[config.mk]
export PLATFORM = sky130hd
export DESIGN_NAME = sequenced_message_deframer
export DESIGN_NICKNAME = d
export VERILOG_FILES = /design/src/hdl/sqd_pkg.sv /design/src/hdl/sqd_in_stage.sv /design/src/hdl/sqd_core.sv /design/src/hdl/sqd_out_stage.sv /design/src/hdl/sequenced_message_deframer.sv
export SDC_FILE = /design/constraint.sdc
export NUM_CORES = 1
export LEC_CHECK = 0
export ABC_AREA = 1
export BUFFER_PORTS_ARGS = -buffer_cell sky130_fd_sc_hd__buf_4
export CORE_UTILIZATION = 60
export CTS_CLUSTER_SIZE = 16
export DETAILED_ROUTE_END_ITERATION = 8
export GPL_TIMING_DRIVEN = 0
export HOLD_SLACK_MARGIN = 0.05
export PLACE_DENSITY = 0.8
export SLEW_MARGIN = 30
export SYNTH_ARGS = -nofsm -noshare
export SYNTH_HDL_FRONTEND = slang
export SYNTH_SLANG_ARGS = --single-unit
[constraint.sdc]
create_clock -name clk -period 4 [get_ports clk]
set_input_delay 0.2 -clock clk [delete_from_list [all_inputs] [get_ports clk]]
set_output_delay 0.2 -clock clk [all_outputs]
set_load 0.02 [all_outputs]
[src/hdl/sqd_pkg.sv]
// ----------------------------------------------------------------------------
// sqd_pkg
// Types and constants shared by the sequenced message deframer.
// ----------------------------------------------------------------------------
`timescale 1ns / 1ps

package sqd_pkg;

  localparam int BYTE_W = 8;
  localparam int WORD_W = 32;

  localparam logic [WORD_W-1:0] MAX_BODY_RESET = 32'd65536;

  typedef enum logic [2:0] {
    ST_INDEX   = 3'd0,
    ST_KIND    = 3'd1,
    ST_LENGTH  = 3'd2,
    ST_BODY    = 3'd3,
    ST_STOPPED = 3'd4
  } stage_t;

  typedef enum logic [2:0] {
    EV_BODY      = 3'd0,
    EV_HEARTBEAT = 3'd1,
    EV_EMPTY     = 3'd2,
    EV_BAD_INDEX = 3'd3,
    EV_TOO_LONG  = 3'd4
  } event_t;

  typedef struct packed {
    event_t              ev;
    logic [BYTE_W-1:0]   body;
    logic                last;
    logic [BYTE_W-1:0]   kind;
    logic [WORD_W-1:0]   len;
  } result_t;

endpackage

[src/hdl/sqd_in_stage.sv]
// ----------------------------------------------------------------------------
// sqd_in_stage
// Input register: holds one received byte until the parser takes it.
// ----------------------------------------------------------------------------
`timescale 1ns / 1ps

module sqd_in_stage
  import sqd_pkg::*;
(
  input  logic              clk,
  input  logic              rst,
  input  logic              s_valid,
  output logic              s_ready,
  input  logic [BYTE_W-1:0] s_data,
  input  logic              take,
  output logic              valid,
  output logic [BYTE_W-1:0] data
);

  assign s_ready = !valid || take;

  always_ff @(posedge clk) begin
    if (rst) begin
      valid <= 1'b0;
    end else if (s_ready) begin
      valid <= s_valid;
    end
  end

  always_ff @(posedge clk) begin
    if (s_ready && s_valid) begin
      data <= s_data;
    end
  end

endmodule

[src/hdl/sqd_core.sv]
// ----------------------------------------------------------------------------
// sqd_core
// Frame parser: index check, type, length check and body byte pass-through.
// ----------------------------------------------------------------------------
`timescale 1ns / 1ps

module sqd_core
  import sqd_pkg::*;
(
  input  logic              clk,
  input  logic              rst,
  input  logic              cfg_wr_en,
  input  logic [WORD_W-1:0] cfg_wr_data,
  input  logic              take,
  input  logic [BYTE_W-1:0] data_byte,
  output logic              res_valid,
  output result_t           res
);

  stage_t            stage, stage_next;
  logic [WORD_W-1:0] byte_count, byte_count_next;
  logic [WORD_W-1:0] assembly_word, assembly_word_next;
  logic [WORD_W-1:0] expected_index, expected_index_next;
  logic [BYTE_W-1:0] current_kind, current_kind_next;
  logic [WORD_W-1:0] current_length, current_length_next;
  logic [WORD_W-1:0] max_body_length;

  logic [WORD_W-1:0] word;
  logic              word_full;
  logic [WORD_W-1:0] index_inc;
  logic [WORD_W-1:0] count_inc;
  logic              body_last;

  assign word      = assembly_word
                   | ({{(WORD_W-BYTE_W){1'b0}}, data_byte} << {byte_count[1:0], 3'b000});
  assign word_full = (byte_count[1:0] == 2'd3);
  assign index_inc = expected_index + 32'd1;
  assign count_inc = byte_count + 32'd1;
  assign body_last = (count_inc >= current_length);

  always_comb begin
    stage_next          = stage;
    byte_count_next     = byte_count;
    assembly_word_next  = assembly_word;
    expected_index_next = expected_index;
    current_kind_next   = current_kind;
    current_length_next = current_length;
    res_valid           = 1'b0;
    res.ev              = EV_BODY;
    res.body            = '0;
    res.last            = 1'b0;
    res.kind            = '0;
    res.len             = '0;
    unique case (stage)
      ST_INDEX: begin
        if (word_full) begin
          assembly_word_next  = '0;
          byte_count_next     = '0;
          expected_index_next = index_inc;
          if (word != index_inc) begin
            stage_next = ST_STOPPED;
            res_valid  = 1'b1;
            res.ev     = EV_BAD_INDEX;
            res.len    = word;
          end else begin
            stage_next = ST_KIND;
          end
        end else begin
          assembly_word_next = word;
          byte_count_next    = count_inc;
        end
      end
      ST_KIND: begin
        current_kind_next  = data_byte;
        byte_count_next    = '0;
        assembly_word_next = '0;
        if (data_byte == '0) begin
          current_length_next = '0;
          stage_next          = ST_INDEX;
          res_valid           = 1'b1;
          res.ev              = EV_HEARTBEAT;
        end else begin
          stage_next = ST_LENGTH;
        end
      end
      ST_LENGTH: begin
        if (word_full) begin
          assembly_word_next  = '0;
          byte_count_next     = '0;
          current_length_next = word;
          if (word > max_body_length) begin
            stage_next = ST_STOPPED;
            res_valid  = 1'b1;
            res.ev     = EV_TOO_LONG;
            res.kind   = current_kind;
            res.len    = word;
          end else if (word == '0) begin
            stage_next = ST_INDEX;
            res_valid  = 1'b1;
            res.ev     = EV_EMPTY;
            res.kind   = current_kind;
          end else begin
            stage_next = ST_BODY;
          end
        end else begin
          assembly_word_next = word;
          byte_count_next    = count_inc;
        end
      end
      ST_BODY: begin
        res_valid = 1'b1;
        res.ev    = EV_BODY;
        res.body  = data_byte;
        res.last  = body_last;
        res.kind  = current_kind;
        res.len   = current_length;
        if (body_last) begin
          byte_count_next = '0;
          stage_next      = ST_INDEX;
        end else begin
          byte_count_next = count_inc;
        end
      end
      default: begin
      end
    endcase
  end

  always_ff @(posedge clk) begin
    if (rst) begin
      stage          <= ST_INDEX;
      byte_count     <= '0;
      assembly_word  <= '0;
      expected_index <= '0;
      current_kind   <= '0;
      current_length <= '0;
    end else if (take) begin
      stage          <= stage_next;
      byte_count     <= byte_count_next;
      assembly_word  <= assembly_word_next;
      expected_index <= expected_index_next;
      current_kind   <= current_kind_next;
      current_length <= current_length_next;
    end
  end

  always_ff @(posedge clk) begin
    if (rst) begin
      max_body_length <= MAX_BODY_RESET;
    end else if (cfg_wr_en) begin
      max_body_length <= cfg_wr_data;
    end
  end

`ifndef SYNTHESIS
  a_stop_holds: assert property (@(posedge clk) disable iff (rst)
    stage == ST_STOPPED |=> stage == ST_STOPPED)
    else $error("left stopped stage without reset");

  a_error_stops: assert property (@(posedge clk) disable iff (rst)
    take && res_valid && (res.ev == EV_BAD_INDEX || res.ev == EV_TOO_LONG)
    |=> stage == ST_STOPPED)
    else $error("error reported but parser not stopped");

  a_body_only_in_body: assert property (@(posedge clk) disable iff (rst)
    res_valid && res.ev == EV_BODY |-> stage == ST_BODY)
    else $error("body word outside body stage");

  a_word_count_small: assert property (@(posedge clk) disable iff (rst)
    (stage == ST_INDEX || stage == ST_LENGTH || stage == ST_KIND)
    |-> byte_count < 32'd4)
    else $error("header byte count out of range");

  a_body_len_nonzero: assert property (@(posedge clk) disable iff (rst)
    stage == ST_BODY |-> current_length != '0 && byte_count < current_length)
    else $error("body count beyond length");
`endif

endmodule

[src/hdl/sqd_out_stage.sv]
// ----------------------------------------------------------------------------
// sqd_out_stage
// Result register: holds one result word until the sink takes it.
// ----------------------------------------------------------------------------
`timescale 1ns / 1ps

module sqd_out_stage
  import sqd_pkg::*;
(
  input  logic    clk,
  input  logic    rst,
  input  logic    load,
  input  result_t res,
  output logic    can_load,
  output logic    m_valid,
  input  logic    m_ready,
  output result_t m_res
);

  assign can_load = !m_valid || m_ready;

  always_ff @(posedge clk) begin
    if (rst) begin
      m_valid <= 1'b0;
    end else if (can_load) begin
      m_valid <= load;
    end
  end

  always_ff @(posedge clk) begin
    if (can_load && load) begin
      m_res <= res;
    end
  end

endmodule

[src/hdl/sequenced_message_deframer.sv]
// ----------------------------------------------------------------------------
// sequenced_message_deframer
// Splits a byte stream into sequenced frames and streams out body bytes.
//
// One byte is taken per clock while the result register can be loaded; each
// byte passes an input register, the frame parser and a result register;
// back-pressure on the master side stalls the slave side only when the
// result register is full. A frame is a 4-byte little-endian index (previous
// index plus one, first frame 1), a type byte (0 is a heartbeat), then for
// other types a 4-byte little-endian length checked against max_body_length
// and the body bytes, each sent as its own word with tlast on the final one.
// Index and length bytes output only bad-index, too-long or empty events. An
// index mismatch or an oversize length is reported once and the block then
// drops all input until reset. max_body_length resets to 65536; the user
// writes it via cfg_wr_en / cfg_wr_data only while idle (not enforced).
// ----------------------------------------------------------------------------
`timescale 1ns / 1ps

module sequenced_message_deframer
  import sqd_pkg::*;
(
  input  logic        clk,
  input  logic        rst,
  input  logic        cfg_wr_en,
  input  logic [31:0] cfg_wr_data,
  input  logic        s_axis_tvalid,
  output logic        s_axis_tready,
  input  logic [7:0]  s_axis_tdata,   // [7:0] data_byte
  output logic        m_axis_tvalid,
  input  logic        m_axis_tready,
  output logic [47:0] m_axis_tdata,   // [7:0] body_byte, [15:8] message_kind,
                                      // [47:16] message_length
  output logic [2:0]  m_axis_tuser,   // [2:0] event_res
  output logic        m_axis_tlast    // last_of_message
);

  logic              in_valid;
  logic [BYTE_W-1:0] in_data;
  logic              take;
  logic              can_load;
  logic              res_valid;
  result_t           res;
  result_t           m_res;

  assign take = in_valid && can_load;

  sqd_in_stage u_in (
    .clk     (clk),
    .rst     (rst),
    .s_valid (s_axis_tvalid),
    .s_ready (s_axis_tready),
    .s_data  (s_axis_tdata),
    .take    (take),
    .valid   (in_valid),
    .data    (in_data)
  );

  sqd_core u_core (
    .clk         (clk),
    .rst         (rst),
    .cfg_wr_en   (cfg_wr_en),
    .cfg_wr_data (cfg_wr_data),
    .take        (take),
    .data_byte   (in_data),
    .res_valid   (res_valid),
    .res         (res)
  );

  sqd_out_stage u_out (
    .clk      (clk),
    .rst      (rst),
    .load     (take && res_valid),
    .res      (res),
    .can_load (can_load),
    .m_valid  (m_axis_tvalid),
    .m_ready  (m_axis_tready),
    .m_res    (m_res)
  );

  assign m_axis_tdata = {m_res.len, m_res.kind, m_res.body};
  assign m_axis_tuser = m_res.ev;
  assign m_axis_tlast = m_res.last;

endmodule
Yosys cells after proc, flatten, opt, wreduce, memory -nomap -nowiden
Index checks and enable logic that the tools add are counted.
- memories: 0
- input bits: 45
- bits in writable memories: 0
- ROM bits: 0
- bits in latches: 0
- bits in registers: 233
- add/subtract/negate cells: 2
- shifts and indexed selects: 1
- divide/modulo/power cells: 0
- muxes and demuxes: 38
- equality and inequality tests: 9
- bitwise logic cells: 1
- multipliers: 0
- reductions and logical operators: 22
- $lt $le $gt $ge: 2
- operators by type and width (cell ; count):
    2-to-1 mux 32 bit ; 8
    one-hot mux 32 bit (3 select lines) ; 2
    one-hot mux 32 bit (2 select lines) ; 2
    adder 32 x 1 -> 32 bit (second input constant) ; 2
    2-to-1 mux 40 bit ; 1
    >= comparator 32 bit ; 1
    > comparator 32 bit ; 1
    logical NOT 32 bit ; 1
    != test 32 bit ; 1
    OR 32 bit ; 1
    << shifter 8 x 5 -> 32 bit ; 1
    2-to-1 mux 3 bit ; 8
    2-to-1 mux 8 bit ; 2
    one-hot mux 8 bit (2 select lines) ; 1
    one-hot mux 3 bit (4 select lines) ; 1
    one-hot mux 3 bit (3 select lines) ; 1
    logical NOT 8 bit ; 1
    2-to-1 mux 2 bit ; 4
    != test 2 x 1 -> 1 bit (second input constant) ; 4
    2-to-1 mux 1 bit ; 7
    equality test 3 x 2 -> 1 bit (second input constant) ; 2
    AND reduction 2 bit ; 3
    AND reduction 5 bit ; 1
    logical AND 1 bit ; 4
    12 further kinds ; 15

Depth between registers and ports, before layout
- depth after elaboration: 9
- depth in mapped cells: 26

Cells and area by module
Synthesis repeated with hierarchy kept, for this count alone.
- cells, all modules: 1968
- area, all modules: 13531.7 um^2
- modules (own cells, without submodules) (module ; cells an instance ; area each (um^2) ; instances):
    sqd_core ; 1892 ; 11617.4 ; 1
    sqd_out_stage ; 58 ; 1609.0 ; 1
    sqd_in_stage ; 14 ; 287.8 ; 1
    sequenced_message_deframer ; 4 ; 17.5 ; 1

Worst setup path after synthesis
OpenSTA, ideal clock, no wires.
- kind: reg2reg
- start point: reg u_core.byte_count[1]
- end point: reg u_out.m_res[0] (netlist name)
- arrival time: 3.161 ns
- library setup time: 0.406 ns
- slack: 0.433 ns
- path buffers: 2
- stages on the path, launching flop included: 19
- path through: dfxtp_1 buf_4 inv_4 buf_6 a31oi_1 inv_1 ha_1 nand4_1 nor2_1 nand2_1 nand2_1 nand2_1 nand2_1 nand2_1 a21oi_1 nand2_1 nand2_1 nand2_1 inv_1
- longest elaborated chain between the ends: 9
- elaborated cells on any way between the ends: 14
- classes of those cells: order compare (1); eq/ne (2); shift (1); mux (6); bitwise (1); reduce/logical (3)
- RTL lines (item ; RTL line ; RTL):
    start, declared ; sqd_core.sv:21 ; logic [WORD_W-1:0] byte_count, byte_count_next;
    start signal, assigned ; sqd_core.sv:139 ; byte_count <= byte_count_next;
    branches (longest 6 deep; another with > comparator 32 bit) ; n/a ;
    one-hot mux 1 bit (4 select lines) * ; sqd_core.sv:54 ; unique case (stage)
    logical AND 1 bit * ; sequenced_message_deframer.sv:72 ; .load (take && res_valid),
    logical AND 1 bit * ; sqd_out_stage.sv:31 ; if (can_load && load) begin
Mark *: on every way between the ends.
A chain may end at the register's enable or synchronous reset.

Worst setup path in the final report
- start point: reg u_core.byte_count[0]
- end point: reg u_core.byte_count[0]
- longest elaborated chain between the ends: 4
- elaborated cells on any way between the ends: 6
- classes of those cells: add/sub (1); order compare (1); eq/ne (1); mux (3)
- RTL lines (item ; RTL line ; RTL):
    adder 32 x 1 -> 32 bit ; sqd_core.sv:38 ; assign count_inc = byte_count + 32'd1;
    >= comparator 32 bit ; sqd_core.sv:39 ; assign body_last = (count_inc >= current_length);
    2-to-1 mux 32 bit ; sqd_core.sv:117 ; if (body_last) begin
    one-hot mux 32 bit (3 select lines) * ; sqd_core.sv:54 ;
Mark *: on every way between the ends. The rest lies on a longest branch, timed or not.

==> impl_metrics.json <==
{
  "tightest_slew_ns": 0.9741,
  "hold_class": "in -> reg",
  "place_area_um2": 14310,
  "dp_hpwl_um": 32320,
  "slew-limit-headroom_pct": 35.06,
  "drive_above_1_share_pct": 12.80,
  "drt_pass1_iterations": 9,
  "synth_top_area_share_pct": 26.23,
  "crit_type": "reg -> reg",
  "grt_max_degree": 46,
  "netlist_instances": 1840,
  "synth_mux_area_share_pct": 0,
  "mostFrequentLayoutCell": "nand2_1",
  "critPathArrivalTime_ns": 4.31,
  "final_core_util_pct": 75.33,
  "synthAdderAreaFrac_pct": 6.349,
  "post_drt_wl_per_cell_um": 19.50,
  "setup_viol_count_final": 0,
  "required_ns": 4.44,
  "die_x_um": 150.3,
  "grt_pass1_wl_um": 67830,
  "clockBufferDepth": 3,
  "yosysSeqAreaShare_pct": 39.87,
  "initial_utilization_pct": 62.03,
  "p_per_area_nw_per_um2": 333.8,
  "min_period_ns": 3.870,
  "finalInstanceArea_um2": 16040,
  "vias": 13701,
  "avgViaCountPerCell": 5.878,
  "slew_violations": 0,
  "syn_avg_cell_area_um2": 7.176,
  "cts-buffers-inserted": 25,
  "post-route-drc-count": 0,
  "netlist_area_um2": 13200,
  "die-area_um2": 22600,
  "grt_pass1_vias": 12456,
  "coreArea_um2": 21290,
  "htree_levels": 1,
  "critPathCaptureType": "register",
  "gp_congestion": 1.002,
  "multi_input_area_um2": 6744,
  "fillerInstances": 1636,
  "area_growth_pct": 21.44,
  "layout_common_cells": "nand2_1, inv_1, dfxtp_1",
  "synthArstFlopShare_pct": 0,
  "yosys_warnings": 0,
  "skew_ns": 0.01821,
  "port_buffers": 98,
  "yosysUniqueCellTypes": 49,
  "grt.total_usage_pct": 39.79,
  "ant_nets": 0,
  "syn-num-nets": 1952,
  "finalPower_mw": 5.353,
  "drv_cap": 0,
  "drt-total-wl_um": 45440,
  "synth_edf_count": 60,
  "fin_crit_sh_pct": 96.75,
  "hold_viol_final": 0,
  "grt_overflow": 0,
  "cts.sink_count": 233,
  "clk_pin_slew_worst_paths_ns": 0.07,
  "drtIter0Drc": 1692,
  "tns_ns": 0,
  "synth_area_leaders": "dfxtp_1, edfxtp_1, nand2_1, inv_1, ha_1",
  "die_y_um": 150.3,
  "regArea_um2": 5270,
  "max_freq_mhz": 258.4,
  "ys_ff_latch": 233,
  "start_kind": "register",
  "synth_xor_area_share_pct": 2.227,
  "leakage_nw": 6.706,
  "clkLatencyLatePin_ns": 0.55,
  "vdd_drop_max_mv": 0.3847,
  "boundaryPins": 99,
  "synthSimpleGateAreaFrac_pct": 26.79,
  "synth_top_family_by_area": "simple AND/OR/NAND/NOR gates",
  "yosys.area.top_type": "dfxtp_1",
  "status": "finished, final reports clean",
  "synth-compound-area-share_pct": 14.12,
  "root_buffer": "clkbuf_16",
  "placementRows": 53,
  "nets": 2148,
  "grt_antenna_before_repair": 1,
  "critPathMaxFanout": 11,
  "synth-main-ff-cell": "dfxtp_1",
  "cts_tree": "done"
}
-- through the flow --
step	std cells	worst slack, ns	hold slack, ns
6_report	2331	0.1301	0.06745
5_1_grt	2329	-0.01938	0.07866
4_1_cts	2316	0.02491	0.05166
3_5_place_dp	2214	-0.9151	0.3794
3_3_place_gp	2213	-1.089	0.3787
2_1_floorplan	1840	0.4329	0.2989
-- worst paths after layout --
kind | end | cells after the start | from | slack (ns)
max | u_core.byte_count[0]$_SDFFE_PP0P_ | 22 | u_core.byte_count[0]$_SDFFE_PP0P_ | 0.13
min | u_core.assembly_word[0]$_SDFFE_PP0P_ | 4 | rst | 0.07
min reg2reg | u_core.assembly_word[30]$_SDFFE_PP0P_ | 2 | u_core.assembly_word[30]$_SDFFE_PP0P_ | 0.46
max reg2reg | u_core.byte_count[0]$_SDFFE_PP0P_ | 22 | u_core.byte_count[0]$_SDFFE_PP0P_ | 0.13
-- worst max-delay path, cell delays in order (launching register included) --
cell,delay [ns]
dfxtp_4,0.38
buf_8,0.13
nand2_2,0.08
nor2_8,0.13
nand3_4,0.09
nor2_4,0.15
inv_2,0.06
nor2_4,0.13
nand3_4,0.12
buf_4,0.19
nor3_1,0.20
xnor2_1,0.16
inv_1,0.09
ha_1,0.31
nand4_1,0.18
nor4_4,0.34
nand4_1,0.20
nand4_1,0.15
buf_6,0.14
nand2_8,0.09
buf_8,0.18
nand2_1,0.13
a21oi_1,0.09
-- flip-flops by register name (all words and copies together), names as in the netlist, 8 cells and up --
signal                  cells
u_core.assembly_word       32
u_core.byte_count          32
u_core.current_kind         8
u_core.current_length      32
u_core.expected_index      32
u_core.max_body_length     32
u_in.data                   8
u_out.m_res                52
-- layout make-up --
| cell class | instances | area share [%] |
|---|---|---|
| Antenna cell | 2 | 0.03121 |
| Buffer | 63 | 1.935 |
| Clock buffer | 33 | 4.213 |
| Clock inverter | 12 | 0.8115 |
| Inverter | 299 | 7.030 |
| Multi-Input combinational cell | 1245 | 42.06 |
| Sequential cell | 233 | 32.87 |
| Tap cell | 275 | 2.146 |
| Timing Repair Buffer | 169 | 8.911 |
-- Yosys cell counts, drive strengths merged, types with 2 or more instances --
| library cell | instances |
|---|---|
| xnor2 | 7 |
| nand3b | 2 |
| nor3 | 21 |
| inv | 296 |
| a31oi | 7 |
| xor2 | 24 |
| a21oi | 166 |
| nor2 | 150 |
| clkbuf | 48 |
| nor4 | 6 |
| buf | 15 |
| ha | 67 |
| nand2 | 449 |
| clkinv | 3 |
| o21a | 2 |
| a211oi | 4 |
| and2 | 4 |
| o22ai | 30 |
| o32ai | 4 |
| o21ai | 118 |
| nand3 | 139 |
| dfxtp | 173 |
| o211ai | 13 |
| nand4 | 27 |
| edfxtp | 60 |
-- cells by family (layout without fill, tap and decap cells) --
group           Yosys count  in the layout
buf+inv                 362            576
other cells               0              2
fa+ha+maj                67             67
simple gates            800            800
xor+xnor                 32             32
compound gates          346            346
flops                   233            233
-- what timing repair did --
item | 4_1_cts | 5_1_grt
hold buffers | 46 | 0
gates cloned | 0 | 1
hold endpoints to repair | 42 | 0
endpoints found under the setup margin | 72 | 114
pin swaps | 11 | 15
resized for setup | 25 | 34
setup buffers | 11 | 12
-- layer usage --
metal	track usage [%]	share of wire, %	vias to the layer above
met5	0	0.031	-
met3	8.485	12	160
met2	62.67	44	854
met1	51.68	38	6280
li1	-	-	6405
met4	19.49	5.1	2
-- power by group --
part           internal [mW]  leakage (nW)  switching (mW)
sequential              2.45          1.89          0.0338
clock                   1.32         0.382            1.02
combinational          0.185          4.43           0.349
total                   3.95          6.71            1.40
(Power assumes the default switching activity.)
